[src/hw/rtl/timer_slot_scheduler_defines.svh]
// Assertion macros shared by the timer slot scheduler RTL
`ifndef TIMER_SLOT_SCHEDULER_DEFINES_SVH
`define TIMER_SLOT_SCHEDULER_DEFINES_SVH

`ifndef SYNTHESIS

// property must hold at every clock edge outside reset
`define TSS_ASSERT(lbl, clk, rst_n, prop, msg) \
    lbl: assert property (@(posedge clk) disable iff (!rst_n) prop) else $error(msg);

// condition must never be true outside reset
`define TSS_ASSERT_NEVER(lbl, clk, rst_n, cond, msg) \
    lbl: assert property (@(posedge clk) disable iff (!rst_n) !(cond)) else $error(msg);

`else

`define TSS_ASSERT(lbl, clk, rst_n, prop, msg)

`define TSS_ASSERT_NEVER(lbl, clk, rst_n, cond, msg)

`endif

`endif

[src/hw/rtl/tss_pkg.sv]
// Shared constants and types of the timer slot scheduler
package tss_pkg;

    localparam int NUM_SLOTS_DEF  = 16;
    localparam int TIME_BITS_DEF  = 32;
    localparam int MAX_RESULTS    = 16;

    localparam int KIND_W         = 2;
    localparam int ID_W           = 16;
    localparam int DLY_W          = 20;
    localparam int IVL_W          = 20;
    localparam int CFG_W          = 5;
    localparam int ACT_W          = 5;
    localparam int FIRE_W         = 32;

    localparam logic [CFG_W-1:0]  MAX_ACTIVE_RST = 5'd16;

    localparam logic [KIND_W-1:0] KIND_ADD    = 2'd0;
    localparam logic [KIND_W-1:0] KIND_CANCEL = 2'd1;
    localparam logic [KIND_W-1:0] KIND_TICK   = 2'd2;

    // control from the sequencer to the compare unit
    typedef struct packed {
        logic clear;
        logic load;
    } scan_ctl_t;

    // what one pass over the slot table found
    typedef struct packed {
        logic best_found;
        logic match_found;
        logic free_found;
    } scan_flags_t;

endpackage

[src/hw/rtl/timer_slot_scheduler.sv]
// Timer slot scheduler top level: sequencer, slot table and state counters
//
//  channel   | handshake                | payload
//  ----------+--------------------------+-----------------------------------------------
//  command   | start / busy             | kind, delay_ticks, interval_ticks, periodic,
//            |                          | target_id
//  config    | cfg_valid / cfg_ready    | cfg_data (max_active)
//  result    | reply_valid (strobe)     | reply_kind, reply_id, ok, active_count,
//            |                          | fired_total, last
//
//  A pass over the slot table reads one slot per cycle into a two-stage compare unit,
//  then acts in the finish state. Add and cancel take one pass; a tick takes one pass
//  per fired timer plus one, or 16 passes and a flush state when 16 fire. An add or cancel
//  result shows the cycle after its pass, a fire event one pass later; busy drops with
//  the final result and the receiver cannot stall. Reset clears the valid bits at once;
//  no clearing pass is needed.
module timer_slot_scheduler #(
    parameter int NUM_SLOTS = tss_pkg::NUM_SLOTS_DEF,
    parameter int TIME_BITS = tss_pkg::TIME_BITS_DEF
) (
    input  logic                        clk,
    input  logic                        rst_n,
    input  logic                        start,
    output logic                        busy,
    input  logic [tss_pkg::KIND_W-1:0]  kind,
    input  logic [tss_pkg::DLY_W-1:0]   delay_ticks,
    input  logic [tss_pkg::IVL_W-1:0]   interval_ticks,
    input  logic                        periodic,
    input  logic [tss_pkg::ID_W-1:0]    target_id,
    input  logic                        cfg_valid,
    output logic                        cfg_ready,
    input  logic [tss_pkg::CFG_W-1:0]   cfg_data,
    output logic                        reply_valid,
    output logic [tss_pkg::KIND_W-1:0]  reply_kind,
    output logic [tss_pkg::ID_W-1:0]    reply_id,
    output logic                        ok,
    output logic [tss_pkg::ACT_W-1:0]   active_count,
    output logic [tss_pkg::FIRE_W-1:0]  fired_total,
    output logic                        last
);

    `include "timer_slot_scheduler_defines.svh"

    localparam int IDX_W  = $clog2(NUM_SLOTS);
    localparam int CNT_W  = $clog2(NUM_SLOTS + 1);
    localparam int SCAN_W = $clog2(NUM_SLOTS + 2);
    localparam int LIM_W  = (CNT_W > tss_pkg::CFG_W) ? CNT_W : tss_pkg::CFG_W;
    localparam int RES_W  = $clog2(tss_pkg::MAX_RESULTS + 1);
    localparam int IVL_LO = TIME_BITS;
    localparam int PER_B  = TIME_BITS + tss_pkg::IVL_W;
    localparam int ID_LO  = TIME_BITS + tss_pkg::IVL_W + 1;
    localparam int WORD_W = ID_LO + tss_pkg::ID_W;

    localparam logic [1:0] S_IDLE   = 2'd0;
    localparam logic [1:0] S_SCAN   = 2'd1;
    localparam logic [1:0] S_FINISH = 2'd2;
    localparam logic [1:0] S_FLUSH  = 2'd3;

    // control state
    logic [1:0]                   state_reg, state_next;
    logic [SCAN_W-1:0]            cnt_reg, cnt_next;
    logic [tss_pkg::KIND_W-1:0]   op_reg, op_next;
    logic [TIME_BITS-1:0]         now_reg, now_next;
    logic [tss_pkg::ID_W-1:0]     next_id_reg, next_id_next;
    logic [tss_pkg::FIRE_W-1:0]   fire_reg, fire_next;
    logic [CNT_W-1:0]             count_reg, count_next;
    logic [NUM_SLOTS-1:0]         valid_reg, valid_next;
    logic [NUM_SLOTS-1:0]         done_reg, done_next;
    logic [tss_pkg::CFG_W-1:0]    max_active_reg, max_active_next;
    logic [RES_W-1:0]             nres_reg, nres_next;
    logic                         pend_valid_reg, pend_valid_next;
    logic                         rd_valid_reg, rd_valid_next;
    logic                         reply_valid_reg, reply_valid_next;

    // payload
    logic [tss_pkg::ID_W-1:0]     key_reg, key_next;
    logic [tss_pkg::DLY_W-1:0]    delay_reg, delay_next;
    logic [tss_pkg::IVL_W-1:0]    interval_reg, interval_next;
    logic                         periodic_reg, periodic_next;
    logic [tss_pkg::ID_W-1:0]     pend_id_reg, pend_id_next;
    logic [CNT_W-1:0]             pend_count_reg, pend_count_next;
    logic [tss_pkg::FIRE_W-1:0]   pend_fire_reg, pend_fire_next;
    logic [IDX_W-1:0]             rd_idx_reg, rd_idx_next;
    logic [tss_pkg::KIND_W-1:0]   reply_kind_reg, reply_kind_next;
    logic [tss_pkg::ID_W-1:0]     reply_id_reg, reply_id_next;
    logic                         ok_reg, ok_next;
    logic [CNT_W-1:0]             reply_count_reg, reply_count_next;
    logic [tss_pkg::FIRE_W-1:0]   reply_fire_reg, reply_fire_next;
    logic                         reply_last_reg, reply_last_next;

    // slot table and compare unit
    logic                         ram_we;
    logic [IDX_W-1:0]             ram_waddr;
    logic [WORD_W-1:0]            ram_wdata;
    logic [IDX_W-1:0]             ram_raddr;
    logic [WORD_W-1:0]            ram_rdata;
    logic                         issue;
    tss_pkg::scan_ctl_t           scan_ctl;
    tss_pkg::scan_flags_t         scan_flags;
    logic [IDX_W-1:0]             best_idx;
    logic [tss_pkg::ID_W-1:0]     best_ident;
    logic                         best_periodic;
    logic [tss_pkg::IVL_W-1:0]    best_interval;
    logic [IDX_W-1:0]             match_idx;
    logic [IDX_W-1:0]             free_idx;

    logic [tss_pkg::ID_W-1:0]     id_cur;
    logic                         full;
    logic [CNT_W-1:0]             cnt_after;
    logic [tss_pkg::FIRE_W-1:0]   fire_inc;

    assign issue     = (state_reg == S_SCAN) && (cnt_reg < SCAN_W'(NUM_SLOTS));
    assign ram_raddr = issue ? cnt_reg[IDX_W-1:0] : '0;

    assign scan_ctl.clear = (state_reg == S_SCAN) && (cnt_reg == '0);
    assign scan_ctl.load  = rd_valid_reg;

    assign id_cur = (next_id_reg == '0) ? tss_pkg::ID_W'(1) : next_id_reg;
    assign full   = (LIM_W'(count_reg) >= LIM_W'(max_active_reg)) ||
                    (count_reg == CNT_W'(NUM_SLOTS));

    tss_ram #(
        .WIDTH (WORD_W),
        .DEPTH (NUM_SLOTS)
    ) u_slot_ram (
        .clk   (clk),
        .we    (ram_we),
        .waddr (ram_waddr),
        .wdata (ram_wdata),
        .raddr (ram_raddr),
        .rdata (ram_rdata)
    );

    tss_scan #(
        .NUM_SLOTS (NUM_SLOTS),
        .TIME_BITS (TIME_BITS)
    ) u_scan (
        .clk           (clk),
        .rst_n         (rst_n),
        .ctl           (scan_ctl),
        .idx           (rd_idx_reg),
        .slot_valid    (valid_reg[rd_idx_reg]),
        .slot_done     (done_reg[rd_idx_reg]),
        .rd_ident      (ram_rdata[ID_LO +: tss_pkg::ID_W]),
        .rd_periodic   (ram_rdata[PER_B]),
        .rd_interval   (ram_rdata[IVL_LO +: tss_pkg::IVL_W]),
        .rd_deadline   (ram_rdata[TIME_BITS-1:0]),
        .now           (now_reg),
        .key           (key_reg),
        .flags         (scan_flags),
        .best_idx      (best_idx),
        .best_ident    (best_ident),
        .best_periodic (best_periodic),
        .best_interval (best_interval),
        .match_idx     (match_idx),
        .free_idx      (free_idx)
    );

    always_comb
    begin
        state_next       = state_reg;
        cnt_next         = cnt_reg;
        op_next          = op_reg;
        now_next         = now_reg;
        next_id_next     = next_id_reg;
        fire_next        = fire_reg;
        count_next       = count_reg;
        valid_next       = valid_reg;
        done_next        = done_reg;
        max_active_next  = max_active_reg;
        nres_next        = nres_reg;
        pend_valid_next  = pend_valid_reg;
        rd_valid_next    = issue;
        rd_idx_next      = cnt_reg[IDX_W-1:0];
        key_next         = key_reg;
        delay_next       = delay_reg;
        interval_next    = interval_reg;
        periodic_next    = periodic_reg;
        pend_id_next     = pend_id_reg;
        pend_count_next  = pend_count_reg;
        pend_fire_next   = pend_fire_reg;
        reply_valid_next = 1'b0;
        reply_kind_next  = reply_kind_reg;
        reply_id_next    = reply_id_reg;
        ok_next          = ok_reg;
        reply_count_next = reply_count_reg;
        reply_fire_next  = reply_fire_reg;
        reply_last_next  = reply_last_reg;
        ram_we           = 1'b0;
        ram_waddr        = '0;
        ram_wdata        = '0;
        cnt_after        = count_reg;
        fire_inc         = fire_reg + tss_pkg::FIRE_W'(1);

        if (cfg_valid)
        begin
            max_active_next = cfg_data;
        end

        case (state_reg)
            S_IDLE:
            begin
                if (start)
                begin
                    op_next       = kind;
                    delay_next    = delay_ticks;
                    interval_next = interval_ticks;
                    periodic_next = periodic;
                    cnt_next      = '0;
                    case (kind)
                        tss_pkg::KIND_ADD:
                        begin
                            // the id is used up even when the add is refused
                            key_next     = id_cur;
                            next_id_next = id_cur + tss_pkg::ID_W'(1);
                            state_next   = S_SCAN;
                        end
                        tss_pkg::KIND_CANCEL:
                        begin
                            key_next   = target_id;
                            state_next = S_SCAN;
                        end
                        tss_pkg::KIND_TICK:
                        begin
                            now_next        = now_reg + TIME_BITS'(1);
                            done_next       = '0;
                            nres_next       = '0;
                            pend_valid_next = 1'b0;
                            state_next      = S_SCAN;
                        end
                        default:
                        begin
                            state_next = S_IDLE;
                        end
                    endcase
                end
            end

            S_SCAN:
            begin
                cnt_next = cnt_reg + SCAN_W'(1);
                if (cnt_reg == SCAN_W'(NUM_SLOTS + 1))
                begin
                    state_next = S_FINISH;
                end
            end

            S_FINISH:
            begin
                case (op_reg)
                    tss_pkg::KIND_ADD:
                    begin
                        reply_valid_next = 1'b1;
                        reply_kind_next  = tss_pkg::KIND_ADD;
                        reply_fire_next  = fire_reg;
                        reply_last_next  = 1'b1;
                        if (scan_flags.match_found || full || !scan_flags.free_found)
                        begin
                            reply_id_next    = '0;
                            ok_next          = 1'b0;
                            reply_count_next = count_reg;
                        end
                        else
                        begin
                            ram_we               = 1'b1;
                            ram_waddr            = free_idx;
                            ram_wdata            = {key_reg, periodic_reg, interval_reg,
                                                    now_reg + TIME_BITS'(delay_reg)};
                            valid_next[free_idx] = 1'b1;
                            count_next           = count_reg + CNT_W'(1);
                            reply_id_next        = key_reg;
                            ok_next              = 1'b1;
                            reply_count_next     = count_reg + CNT_W'(1);
                        end
                        state_next = S_IDLE;
                    end

                    tss_pkg::KIND_CANCEL:
                    begin
                        reply_valid_next = 1'b1;
                        reply_kind_next  = tss_pkg::KIND_CANCEL;
                        reply_fire_next  = fire_reg;
                        reply_last_next  = 1'b1;
                        if ((key_reg != '0) && scan_flags.match_found)
                        begin
                            valid_next[match_idx] = 1'b0;
                            count_next            = count_reg - CNT_W'(1);
                            reply_id_next         = key_reg;
                            ok_next               = 1'b1;
                            reply_count_next      = count_reg - CNT_W'(1);
                        end
                        else
                        begin
                            reply_id_next    = '0;
                            ok_next          = 1'b0;
                            reply_count_next = count_reg;
                        end
                        state_next = S_IDLE;
                    end

                    tss_pkg::KIND_TICK:
                    begin
                        // a fire event goes out one pass late, once we know if it is the last
                        if (pend_valid_reg)
                        begin
                            reply_valid_next = 1'b1;
                            reply_kind_next  = tss_pkg::KIND_TICK;
                            reply_id_next    = pend_id_reg;
                            ok_next          = 1'b1;
                            reply_count_next = pend_count_reg;
                            reply_fire_next  = pend_fire_reg;
                            reply_last_next  = !scan_flags.best_found;
                        end
                        if (scan_flags.best_found)
                        begin
                            done_next[best_idx] = 1'b1;
                            fire_next           = fire_inc;
                            if (best_periodic)
                            begin
                                ram_we    = 1'b1;
                                ram_waddr = best_idx;
                                ram_wdata = {best_ident, 1'b1, best_interval,
                                             now_reg + TIME_BITS'(best_interval)};
                            end
                            else
                            begin
                                valid_next[best_idx] = 1'b0;
                                cnt_after            = count_reg - CNT_W'(1);
                            end
                            count_next      = cnt_after;
                            pend_valid_next = 1'b1;
                            pend_id_next    = best_ident;
                            pend_count_next = cnt_after;
                            pend_fire_next  = fire_inc;
                            nres_next       = nres_reg + RES_W'(1);
                            cnt_next        = '0;
                            if (nres_reg == RES_W'(tss_pkg::MAX_RESULTS - 1))
                            begin
                                state_next = S_FLUSH;
                            end
                            else
                            begin
                                state_next = S_SCAN;
                            end
                        end
                        else
                        begin
                            pend_valid_next = 1'b0;
                            state_next      = S_IDLE;
                        end
                    end

                    default:
                    begin
                        state_next = S_IDLE;
                    end
                endcase
            end

            S_FLUSH:
            begin
                reply_valid_next = 1'b1;
                reply_kind_next  = tss_pkg::KIND_TICK;
                reply_id_next    = pend_id_reg;
                ok_next          = 1'b1;
                reply_count_next = pend_count_reg;
                reply_fire_next  = pend_fire_reg;
                reply_last_next  = 1'b1;
                pend_valid_next  = 1'b0;
                state_next       = S_IDLE;
            end

            default:
            begin
                state_next = S_IDLE;
            end
        endcase
    end

    always_ff @(posedge clk or negedge rst_n)
    begin
        if (!rst_n)
        begin
            state_reg       <= S_IDLE;
            cnt_reg         <= '0;
            op_reg          <= tss_pkg::KIND_ADD;
            now_reg         <= '0;
            next_id_reg     <= tss_pkg::ID_W'(1);
            fire_reg        <= '0;
            count_reg       <= '0;
            valid_reg       <= '0;
            done_reg        <= '0;
            max_active_reg  <= tss_pkg::MAX_ACTIVE_RST;
            nres_reg        <= '0;
            pend_valid_reg  <= 1'b0;
            rd_valid_reg    <= 1'b0;
            reply_valid_reg <= 1'b0;
        end
        else
        begin
            state_reg       <= state_next;
            cnt_reg         <= cnt_next;
            op_reg          <= op_next;
            now_reg         <= now_next;
            next_id_reg     <= next_id_next;
            fire_reg        <= fire_next;
            count_reg       <= count_next;
            valid_reg       <= valid_next;
            done_reg        <= done_next;
            max_active_reg  <= max_active_next;
            nres_reg        <= nres_next;
            pend_valid_reg  <= pend_valid_next;
            rd_valid_reg    <= rd_valid_next;
            reply_valid_reg <= reply_valid_next;
        end
    end

    always_ff @(posedge clk)
    begin
        key_reg         <= key_next;
        delay_reg       <= delay_next;
        interval_reg    <= interval_next;
        periodic_reg    <= periodic_next;
        pend_id_reg     <= pend_id_next;
        pend_count_reg  <= pend_count_next;
        pend_fire_reg   <= pend_fire_next;
        rd_idx_reg      <= rd_idx_next;
        reply_kind_reg  <= reply_kind_next;
        reply_id_reg    <= reply_id_next;
        ok_reg          <= ok_next;
        reply_count_reg <= reply_count_next;
        reply_fire_reg  <= reply_fire_next;
        reply_last_reg  <= reply_last_next;
    end

    assign busy         = (state_reg != S_IDLE);
    assign cfg_ready    = 1'b1;
    assign reply_valid  = reply_valid_reg;
    assign reply_kind   = reply_kind_reg;
    assign reply_id     = reply_id_reg;
    assign ok           = ok_reg;
    assign active_count = tss_pkg::ACT_W'(reply_count_reg);
    assign fired_total  = reply_fire_reg;
    assign last         = reply_last_reg;

    `TSS_ASSERT_NEVER(a_count_tracks_valid, clk, rst_n, (count_reg != CNT_W'($countones(valid_reg))), "active count out of step with valid bits")
    `TSS_ASSERT(a_ok_has_id, clk, rst_n, (reply_valid_reg && ok_reg |-> (reply_id_reg != '0)), "successful reply carries id zero")
    `TSS_ASSERT(a_single_reply_last, clk, rst_n, (reply_valid_reg && (reply_kind_reg != tss_pkg::KIND_TICK) |-> reply_last_reg), "add or cancel reply not marked last")
    `TSS_ASSERT_NEVER(a_fire_cap, clk, rst_n, (nres_reg > RES_W'(tss_pkg::MAX_RESULTS)), "too many firings in one tick")

endmodule

[src/hw/rtl/tss_ram.sv]
// Generic single-write, single-read RAM with registered read data
module tss_ram #(
    parameter int WIDTH = 8,
    parameter int DEPTH = 16
) (
    input  logic                     clk,
    input  logic                     we,
    input  logic [$clog2(DEPTH)-1:0] waddr,
    input  logic [WIDTH-1:0]         wdata,
    input  logic [$clog2(DEPTH)-1:0] raddr,
    output logic [WIDTH-1:0]         rdata
);

    logic [WIDTH-1:0] mem [DEPTH];
    logic [WIDTH-1:0] rdata_reg;

    always_ff @(posedge clk)
    begin
        if (we)
        begin
            mem[waddr] <= wdata;
        end
        rdata_reg <= mem[raddr];
    end

    assign rdata = rdata_reg;

endmodule

[src/hw/rtl/tss_scan.sv]
// Shared compare unit: evaluates one slot per cycle and keeps best, match and free
module tss_scan #(
    parameter int NUM_SLOTS = tss_pkg::NUM_SLOTS_DEF,
    parameter int TIME_BITS = tss_pkg::TIME_BITS_DEF
) (
    input  logic                          clk,
    input  logic                          rst_n,
    input  tss_pkg::scan_ctl_t            ctl,
    input  logic [$clog2(NUM_SLOTS)-1:0]  idx,
    input  logic                          slot_valid,
    input  logic                          slot_done,
    input  logic [tss_pkg::ID_W-1:0]      rd_ident,
    input  logic                          rd_periodic,
    input  logic [tss_pkg::IVL_W-1:0]     rd_interval,
    input  logic [TIME_BITS-1:0]          rd_deadline,
    input  logic [TIME_BITS-1:0]          now,
    input  logic [tss_pkg::ID_W-1:0]      key,
    output tss_pkg::scan_flags_t          flags,
    output logic [$clog2(NUM_SLOTS)-1:0]  best_idx,
    output logic [tss_pkg::ID_W-1:0]      best_ident,
    output logic                          best_periodic,
    output logic [tss_pkg::IVL_W-1:0]     best_interval,
    output logic [$clog2(NUM_SLOTS)-1:0]  match_idx,
    output logic [$clog2(NUM_SLOTS)-1:0]  free_idx
);

    `include "timer_slot_scheduler_defines.svh"

    localparam int IDX_W = $clog2(NUM_SLOTS);

    // stage 1: lateness of the slot just read
    logic                      s2_valid_reg, s2_valid_next;
    logic [IDX_W-1:0]          s2_idx_reg, s2_idx_next;
    logic [TIME_BITS-1:0]      s2_late_reg, s2_late_next;
    logic [tss_pkg::ID_W-1:0]  s2_ident_reg, s2_ident_next;
    logic                      s2_periodic_reg, s2_periodic_next;
    logic [tss_pkg::IVL_W-1:0] s2_interval_reg, s2_interval_next;
    logic                      s2_cand_reg, s2_cand_next;
    logic                      s2_match_reg, s2_match_next;
    logic                      s2_free_reg, s2_free_next;

    // stage 2: running best, first match, first free
    tss_pkg::scan_flags_t      flags_reg, flags_next;
    logic [IDX_W-1:0]          best_idx_reg, best_idx_next;
    logic [TIME_BITS-1:0]      best_late_reg, best_late_next;
    logic [tss_pkg::ID_W-1:0]  best_ident_reg, best_ident_next;
    logic                      best_periodic_reg, best_periodic_next;
    logic [tss_pkg::IVL_W-1:0] best_interval_reg, best_interval_next;
    logic [IDX_W-1:0]          match_idx_reg, match_idx_next;
    logic [IDX_W-1:0]          free_idx_reg, free_idx_next;
    logic                      better;

    always_comb
    begin
        s2_valid_next    = ctl.load;
        s2_idx_next      = idx;
        s2_late_next     = now - rd_deadline;
        s2_ident_next    = rd_ident;
        s2_periodic_next = rd_periodic;
        s2_interval_next = rd_interval;
        // due when lateness lies in the lower half of the time range
        s2_cand_next     = slot_valid && !slot_done && !s2_late_next[TIME_BITS-1];
        s2_match_next    = slot_valid && (rd_ident == key);
        s2_free_next     = !slot_valid;
    end

    always_comb
    begin
        flags_next         = flags_reg;
        best_idx_next      = best_idx_reg;
        best_late_next     = best_late_reg;
        best_ident_next    = best_ident_reg;
        best_periodic_next = best_periodic_reg;
        best_interval_next = best_interval_reg;
        match_idx_next     = match_idx_reg;
        free_idx_next      = free_idx_reg;

        // most late first, ties to the lower id
        better = !flags_reg.best_found || (s2_late_reg > best_late_reg) ||
                 ((s2_late_reg == best_late_reg) && (s2_ident_reg < best_ident_reg));

        if (ctl.clear)
        begin
            flags_next = '0;
        end
        else if (s2_valid_reg)
        begin
            if (s2_cand_reg && better)
            begin
                flags_next.best_found = 1'b1;
                best_idx_next         = s2_idx_reg;
                best_late_next        = s2_late_reg;
                best_ident_next       = s2_ident_reg;
                best_periodic_next    = s2_periodic_reg;
                best_interval_next    = s2_interval_reg;
            end
            if (s2_match_reg && !flags_reg.match_found)
            begin
                flags_next.match_found = 1'b1;
                match_idx_next         = s2_idx_reg;
            end
            if (s2_free_reg && !flags_reg.free_found)
            begin
                flags_next.free_found = 1'b1;
                free_idx_next         = s2_idx_reg;
            end
        end
    end

    always_ff @(posedge clk or negedge rst_n)
    begin
        if (!rst_n)
        begin
            s2_valid_reg <= 1'b0;
            flags_reg    <= '0;
        end
        else
        begin
            s2_valid_reg <= s2_valid_next;
            flags_reg    <= flags_next;
        end
    end

    always_ff @(posedge clk)
    begin
        s2_idx_reg        <= s2_idx_next;
        s2_late_reg       <= s2_late_next;
        s2_ident_reg      <= s2_ident_next;
        s2_periodic_reg   <= s2_periodic_next;
        s2_interval_reg   <= s2_interval_next;
        s2_cand_reg       <= s2_cand_next;
        s2_match_reg      <= s2_match_next;
        s2_free_reg       <= s2_free_next;
        best_idx_reg      <= best_idx_next;
        best_late_reg     <= best_late_next;
        best_ident_reg    <= best_ident_next;
        best_periodic_reg <= best_periodic_next;
        best_interval_reg <= best_interval_next;
        match_idx_reg     <= match_idx_next;
        free_idx_reg      <= free_idx_next;
    end

    assign flags         = flags_reg;
    assign best_idx      = best_idx_reg;
    assign best_ident    = best_ident_reg;
    assign best_periodic = best_periodic_reg;
    assign best_interval = best_interval_reg;
    assign match_idx     = match_idx_reg;
    assign free_idx      = free_idx_reg;

    `TSS_ASSERT(a_best_is_due, clk, rst_n, (flags_reg.best_found |-> !best_late_reg[TIME_BITS-1]), "best timer is not due")
    `TSS_ASSERT(a_clear_empties, clk, rst_n, (ctl.clear && !ctl.load |=> (flags_reg == '0)), "pass did not start empty")
    `TSS_ASSERT_NEVER(a_match_not_free, clk, rst_n, (s2_valid_reg && s2_match_reg && s2_free_reg), "slot both matched and free")

endmodule

[config.mk]
export PLATFORM = sky130hd
export DESIGN_NAME = timer_slot_scheduler
export DESIGN_NICKNAME = d
export VERILOG_FILES = /design/src/hw/rtl/tss_pkg.sv /design/src/hw/rtl/timer_slot_scheduler.sv /design/src/hw/rtl/tss_ram.sv /design/src/hw/rtl/tss_scan.sv
export VERILOG_INCLUDE_DIRS = /design/src /design/src/hw/rtl
export SDC_FILE = /design/constraint.sdc
export NUM_CORES = 2
export LEC_CHECK = 0
export BUFFER_PORTS_ARGS = -buffer_cell sky130_fd_sc_hd__buf_2
export CORE_UTILIZATION = 59
export CTS_BUF_LIST = sky130_fd_sc_hd__clkbuf_4
export DETAILED_ROUTE_END_ITERATION = 16
export PLACE_DENSITY = 0.87
export SLEW_MARGIN = 0
export SYNTH_ARGS = -nofsm -noshare
export SYNTH_HDL_FRONTEND = slang
export SYNTH_SLANG_ARGS = --single-unit
[constraint.sdc]
create_clock -name clk -period 10.5 [get_ports clk]
set_clock_uncertainty 0.15 [all_clocks]
set_input_delay 3.15 -clock clk [delete_from_list [all_inputs] [get_ports clk]]
set_output_delay 3.15 -clock clk [all_outputs]
set_load 0.005 [all_outputs]
# After elaboration in Yosys (flattened, before gate mapping)
# Memory sizes are Yosys's and may differ from the RTL's. A register that Yosys moved wholly into a read port is not among the register bits.
# Cells that the tools add are included.
# word_totals
register_bits	471
mem_bits_rw	1104
latchBits	0
n_memories	1
mem_bits_ro	0
# classes
multipliers	0
n_eq_ne	24
bitwise_logic	7
shifts	0
n_lt_le_gt_ge	11
div_mod_pow	0
n_addsub	10
n_reduce_logical	62
muxes	95
# memory_table
memory	depth	word_bits	read_ports	rd_clocked_by_memory_dff	wr	line	text
u_slot_ram.mem	16	69	1	1	1	tss_ram.sv:14	logic [WIDTH-1:0] mem [DEPTH];
# op_table
op	n
$mux W69	4
$mux W16	12
$pmux W69 S2	1
$pmux W32 S2	2
$pmux W16 S2	3
$pmux W16 S3	2
$add A32 B1 Y32 const B	2
$add A32 B20 Y32	2
$mux W5	12
$pmux W5 S3	3
$and A16 B16 Y16	2
$eq A32 B32 Y1	1
$gt A32 B32 Y1	1
$mux W32	1
$not A16 Y16	2
$or A16 B16 Y16	2
$sub A32 B32 Y32	1
$reduce_and A3 Y1	10
$mux W1	23
$lt A4 B5 Y1 const B	4
$mux W4	5
$pmux W5 S2	2
$add A16 B1 Y16 const B	1
$eq A16 B16 Y1	1
40 further kinds	110

# Logic depth before layout (Yosys ltp)
# depth
ltp_word	9
mapped_depth	13

# Modules after synthesis
# A second synthesis with hierarchy kept.
# hier_totals
hier_cells	3934
hier_area_um2	66572.6
# by_module_without_submodules
module	n_inst	cells_each	seq_area_each_um2	area_per_inst_um2
tss_ram	1	1776	34533.1	42703.5
timer_slot_scheduler	1	1551	8575.7	16684.8
tss_scan	1	607	4053.9	7184.4

# Worst setup path before layout
# Ideal clock, no wire load.
# synth_path
kind	register to register
startpoint	reg count_reg[0]
endpoint	mem u_slot_ram.mem[4][0] in the netlist's numbering, enable pin
setup_slack_ps	630
arrival_ps	9054
t_required_ps	9685
synth_period_minus_slack_ps	9870
stages_incl_launch_ff	13
path_cell_list	dfrtp_1 -> clkbuf_1 -> inv_1 -> ha_1 -> nand2b_1 -> a21o_1 -> a21o_1 -> a21o_1 -> a211oi_2 -> a22oi_1 -> nor2_1 -> nand2_1 -> nor4_1
# synth_via
elab_chain_len	9
# synth_lines
element	line	text
start, declared	timer_slot_scheduler.sv:66	logic [CNT_W-1:0] count_reg, count_next;
start signal, assigned	timer_slot_scheduler.sv:407	count_reg <= count_next;
$ge A5 B5 Y1 or $eq A5 B5 Y1 (tied branches)	timer_slot_scheduler.sv:119, timer_slot_scheduler.sv:120	
$logic_or A1 B1 Y1 (*)	timer_slot_scheduler.sv:119	assign full = (LIM_W'(count_reg) >= LIM_W'(max_active_reg)) ||
$logic_or A1 B1 Y1 (*) (2 in a row)	timer_slot_scheduler.sv:257	if (scan_flags.match_found || full || !scan_flags.free_found)
$mux W1	timer_slot_scheduler.sv:257	
$pmux W1 S2	timer_slot_scheduler.sv:250	case (op_reg)
$mux W1	timer_slot_scheduler.sv:200	case (state_reg)
$mux W1	tss_ram.sv:19	if (we)
$mux W1 (implied by the code)	tss_ram.sv:21	mem[waddr] <= wdata;
end, declared	tss_ram.sv:14	
# Mark *: on every way between the ends. The rest lies on a longest branch, timed or not.

# Worst setup path after layout
# layout_path
startpoint	reg state_reg[1]
endpoint	out busy
# layout_via
elab_chain_len	1
# layout_lines
element	line	text
start, declared	timer_slot_scheduler.sv:60	logic [1:0] state_reg, state_next;
start signal, assigned	timer_slot_scheduler.sv:401	state_reg <= state_next;
$reduce_bool A2 Y1	timer_slot_scheduler.sv:436	assign busy = (state_reg != S_IDLE);
end, declared	timer_slot_scheduler.sv:24	output logic busy,
# Every way passes these cells.

==> results.json <==
{
  "seqPwrFrac": 0.435,
  "clock_latency_ps": 1310,
  "layout_commonest_cell": "edfxtp_1",
  "die_w_um": 344,
  "synth_edf_count": 1352,
  "start_util": 0.594,
  "numCtsBuffers": 398,
  "antenna_found_initial": 7,
  "switchingPower_mw": 6.20,
  "fin_crit_ps": 5770,
  "max_slew_margin": 0.0398,
  "largest_reg_flops": 1104,
  "grt_max_degree": 170,
  "grt_pass1_vias": 44600,
  "io_pins": 128,
  "maxCapViolations": 0,
  "wl_met1_um": 65000,
  "syn-cell-area_um2": 68900,
  "hp-class": "reg -> reg",
  "hpwl_um": 102000,
  "fmaxAchievable_mhz": 173,
  "cpPeakStageDelay_ps": 610,
  "irDropWorstVdd_mv": 0.198,
  "rsz0062_at_grt": "false",
  "gp_congestion": 0.910,
  "track_usage": 0.298,
  "vias": 45300,
  "dp.cells": 6281,
  "totalWireLength_um": 178000,
  "cts_setup_buffers": 0,
  "finalCritPeriodShare": 0.550,
  "startpoint_type": "flip-flop",
  "drt_first_pass_iters": 7,
  "final_cell_mix": "edfxtp_1 (1352), clkbuf_4 (601), a21oi_1 (464), mux2_2 (338), o21ai_0 (211)",
  "async_reset_ff_frac": 0.0870,
  "synth_fp_nets": 5033,
  "synth.distinct_cells": 98,
  "instances_no_fill": 7010,
  "seqCellArea_um2": 47200,
  "overflow": 0,
  "cts_hold_buf": 0,
  "top_layer_used": "met5",
  "clock-sinks": 1644,
  "worst_ep_required_time_ps": 7200,
  "cp_slowest_cell": "dfrtp_1",
  "htree_levels": 5,
  "status": "completed",
  "synth-warning-count": 0,
  "drt_iter0_markers": 6081,
  "p_comb_frac": 0.276,
  "via_per_inst": 6.46,
  "power_density_nw_per_um2": 236,
  "synthCells": 4825,
  "intPower_mw": 11.9,
  "nNetsFinal": 5366,
  "synthFlopType": "edfxtp_1",
  "synth-seq-area-share": 0.684,
  "worst_slew_pin_slew_ps": 1430,
  "area_growth_pct": 10.8,
  "layout-drive-gt1-share": 0.232,
  "hold_violations": 0,
  "setup_viol": 0,
  "grt_pass1_wl_um": 264000,
  "end_kind": "primary output",
  "crit_path_cell_trace": "or2_2 -> buf_2",
  "cts_resized": 0,
  "rrSetupSlack_ps": 4860,
  "cp_top_family": "flip-flops",
  "clockBufferDepth": 4,
  "cp.buffers_inverters": 1,
  "swShare": 0.343,
  "remaining_drc_errors": 0,
  "rows": 125,
  "die_area_um2": 118000,
  "antenna_left": 0,
  "wl_met3_um": 22700,
  "slew_violations": 0,
  "fillers": 7596,
  "synth.avg_cell_area_um2": 14.3,
  "arrival_ps": 2470,
  "worst-path-max-fanout": 20,
  "clock-root-buffer": "clkbuf_4",
  "multi_input_area_um2": 20400,
  "totalNegativeSetupSlack_ps": 0,
  "ys_seq_elements": 1644,
  "coreArea_um2": 116000,
  "die_height_um": 344,
  "wl_per_cell_um": 25.3,
  "cts_tree": "yes",
  "worstSetupPathType": "reg -> out",
  "io_buffers": 126,
  "power.leakage_nw": 25.4,
  "met2WireLength_um": 83600,
  "clkPwrFrac": 0.289,
  "path_clk_slew_ps": 70
}
per-stage QoR:
step / cell area, µm² / worst slack [ps] / utilization / power (mW) / hold WS, ps
3_3_place_gp: 71300 / 4810 / 0.614 / 12.6 / 160
2_1_floorplan: 68900 / 630 / - / 11.2 / 160
4_1_cts: 76300 / 4650 / 0.658 / 17.9 / 142
6_report: 76400 / 4730 / 0.658 / 18.0 / 149
3_5_place_dp: 71300 / 4740 / 0.614 / 12.8 / 162
5_1_grt: 76400 / 4560 / 0.658 / 18.8 / 158
per-layer routing:
layer | up-vias | track usage
li1 | 19500 | -
met1 | 22000 | 0.389
met2 | 3296 | 0.471
met3 | 486 | 0.0890
met4 | 6 | 0.117
met5 | - | 0
power by group through the flow:
stage          Combinational, mW  Clock (mW)  Sequential (mW)
2_1_floorplan               3.47           0             7.71
3_3_place_gp                4.62           0             7.96
3_5_place_dp                4.78           0             7.97
4_1_cts                     4.85        5.27             7.84
5_1_grt                     5.27        5.60             7.88
6_report                    4.97        5.21             7.86
worst paths after layout:
| check | from | endpoint | depth (start not counted) |
|---|---|---|---|
| max reg2reg | count_reg[0] | u_slot_ram.mem[12][51] | 12 |
| max in group asynchronous | rst_n | fire_reg[28] | 2 |
| min | u_slot_ram.rdata[67] | u_scan.s2_ident_reg[14] | 0 |
| max | state_reg[1] | busy | 2 |
| min in group asynchronous | rst_n | now_reg[0] | 1 |
| min reg2reg | u_slot_ram.rdata[67] | u_scan.s2_ident_reg[14] | 0 |
cells by family (layout without fill, tap and decap cells):
family,Yosys count,after routing,synth area share
AO/OA/AOI/OAI,1170,1170,0.106
XOR/XNOR,188,188,0.0239
adder cells (fa/ha/maj),140,140,0.0257
buffers and inverters,409,1058,0.0234
flip-flops,1644,1644,0.684
multiplexers,489,489,0.0789
other,1,13,0.0000544
AND/OR/NAND/NOR,784,784,0.0577
area by class of cell:
type / count / share of cell area
repair buffers: 205 / 0.0166
well taps: 1524 / 0.0250
diodes: 12 / 0.000393
clock inverters: 115 / 0.00739
inverters: 137 / 0.00677
multi-input cells: 2772 / 0.267
flip-flops and latches: 1644 / 0.618
clock buffers: 601 / 0.0591
synth_stat cells (all sizes together), types with 12 or more instances:
cell type  number  area, µm²
o21ai         216       1080
clkbuf        219        822
edfxtp       1352      40600
nand3         126        648
a21o           50        375
mux2          338       3810
a22o           22        193
o31ai          72        541
buf            53        274
a31oi          19        134
nor4           17        106
a221oi         77        681
and2           18        115
o22ai          34        213
nor3           31        209
nor2          193        742
a211oi         14        115
xor2           87        762
inv           136        510
o21a           13       97.6
nand2         182        686
or3            12       85.1
a21oi         467       2340
o211ai         17        128
dfrtp         141       3530
a22oi          54        405
nand4          43        312
nand2b         26        163
nor2b          17        106
and3           85        538
dfxtp         149       2980
o221ai         56        490
mux2i         141       1410
ha            137       1710
xnor2         101        885
Power figures use the tool's default switching activity.
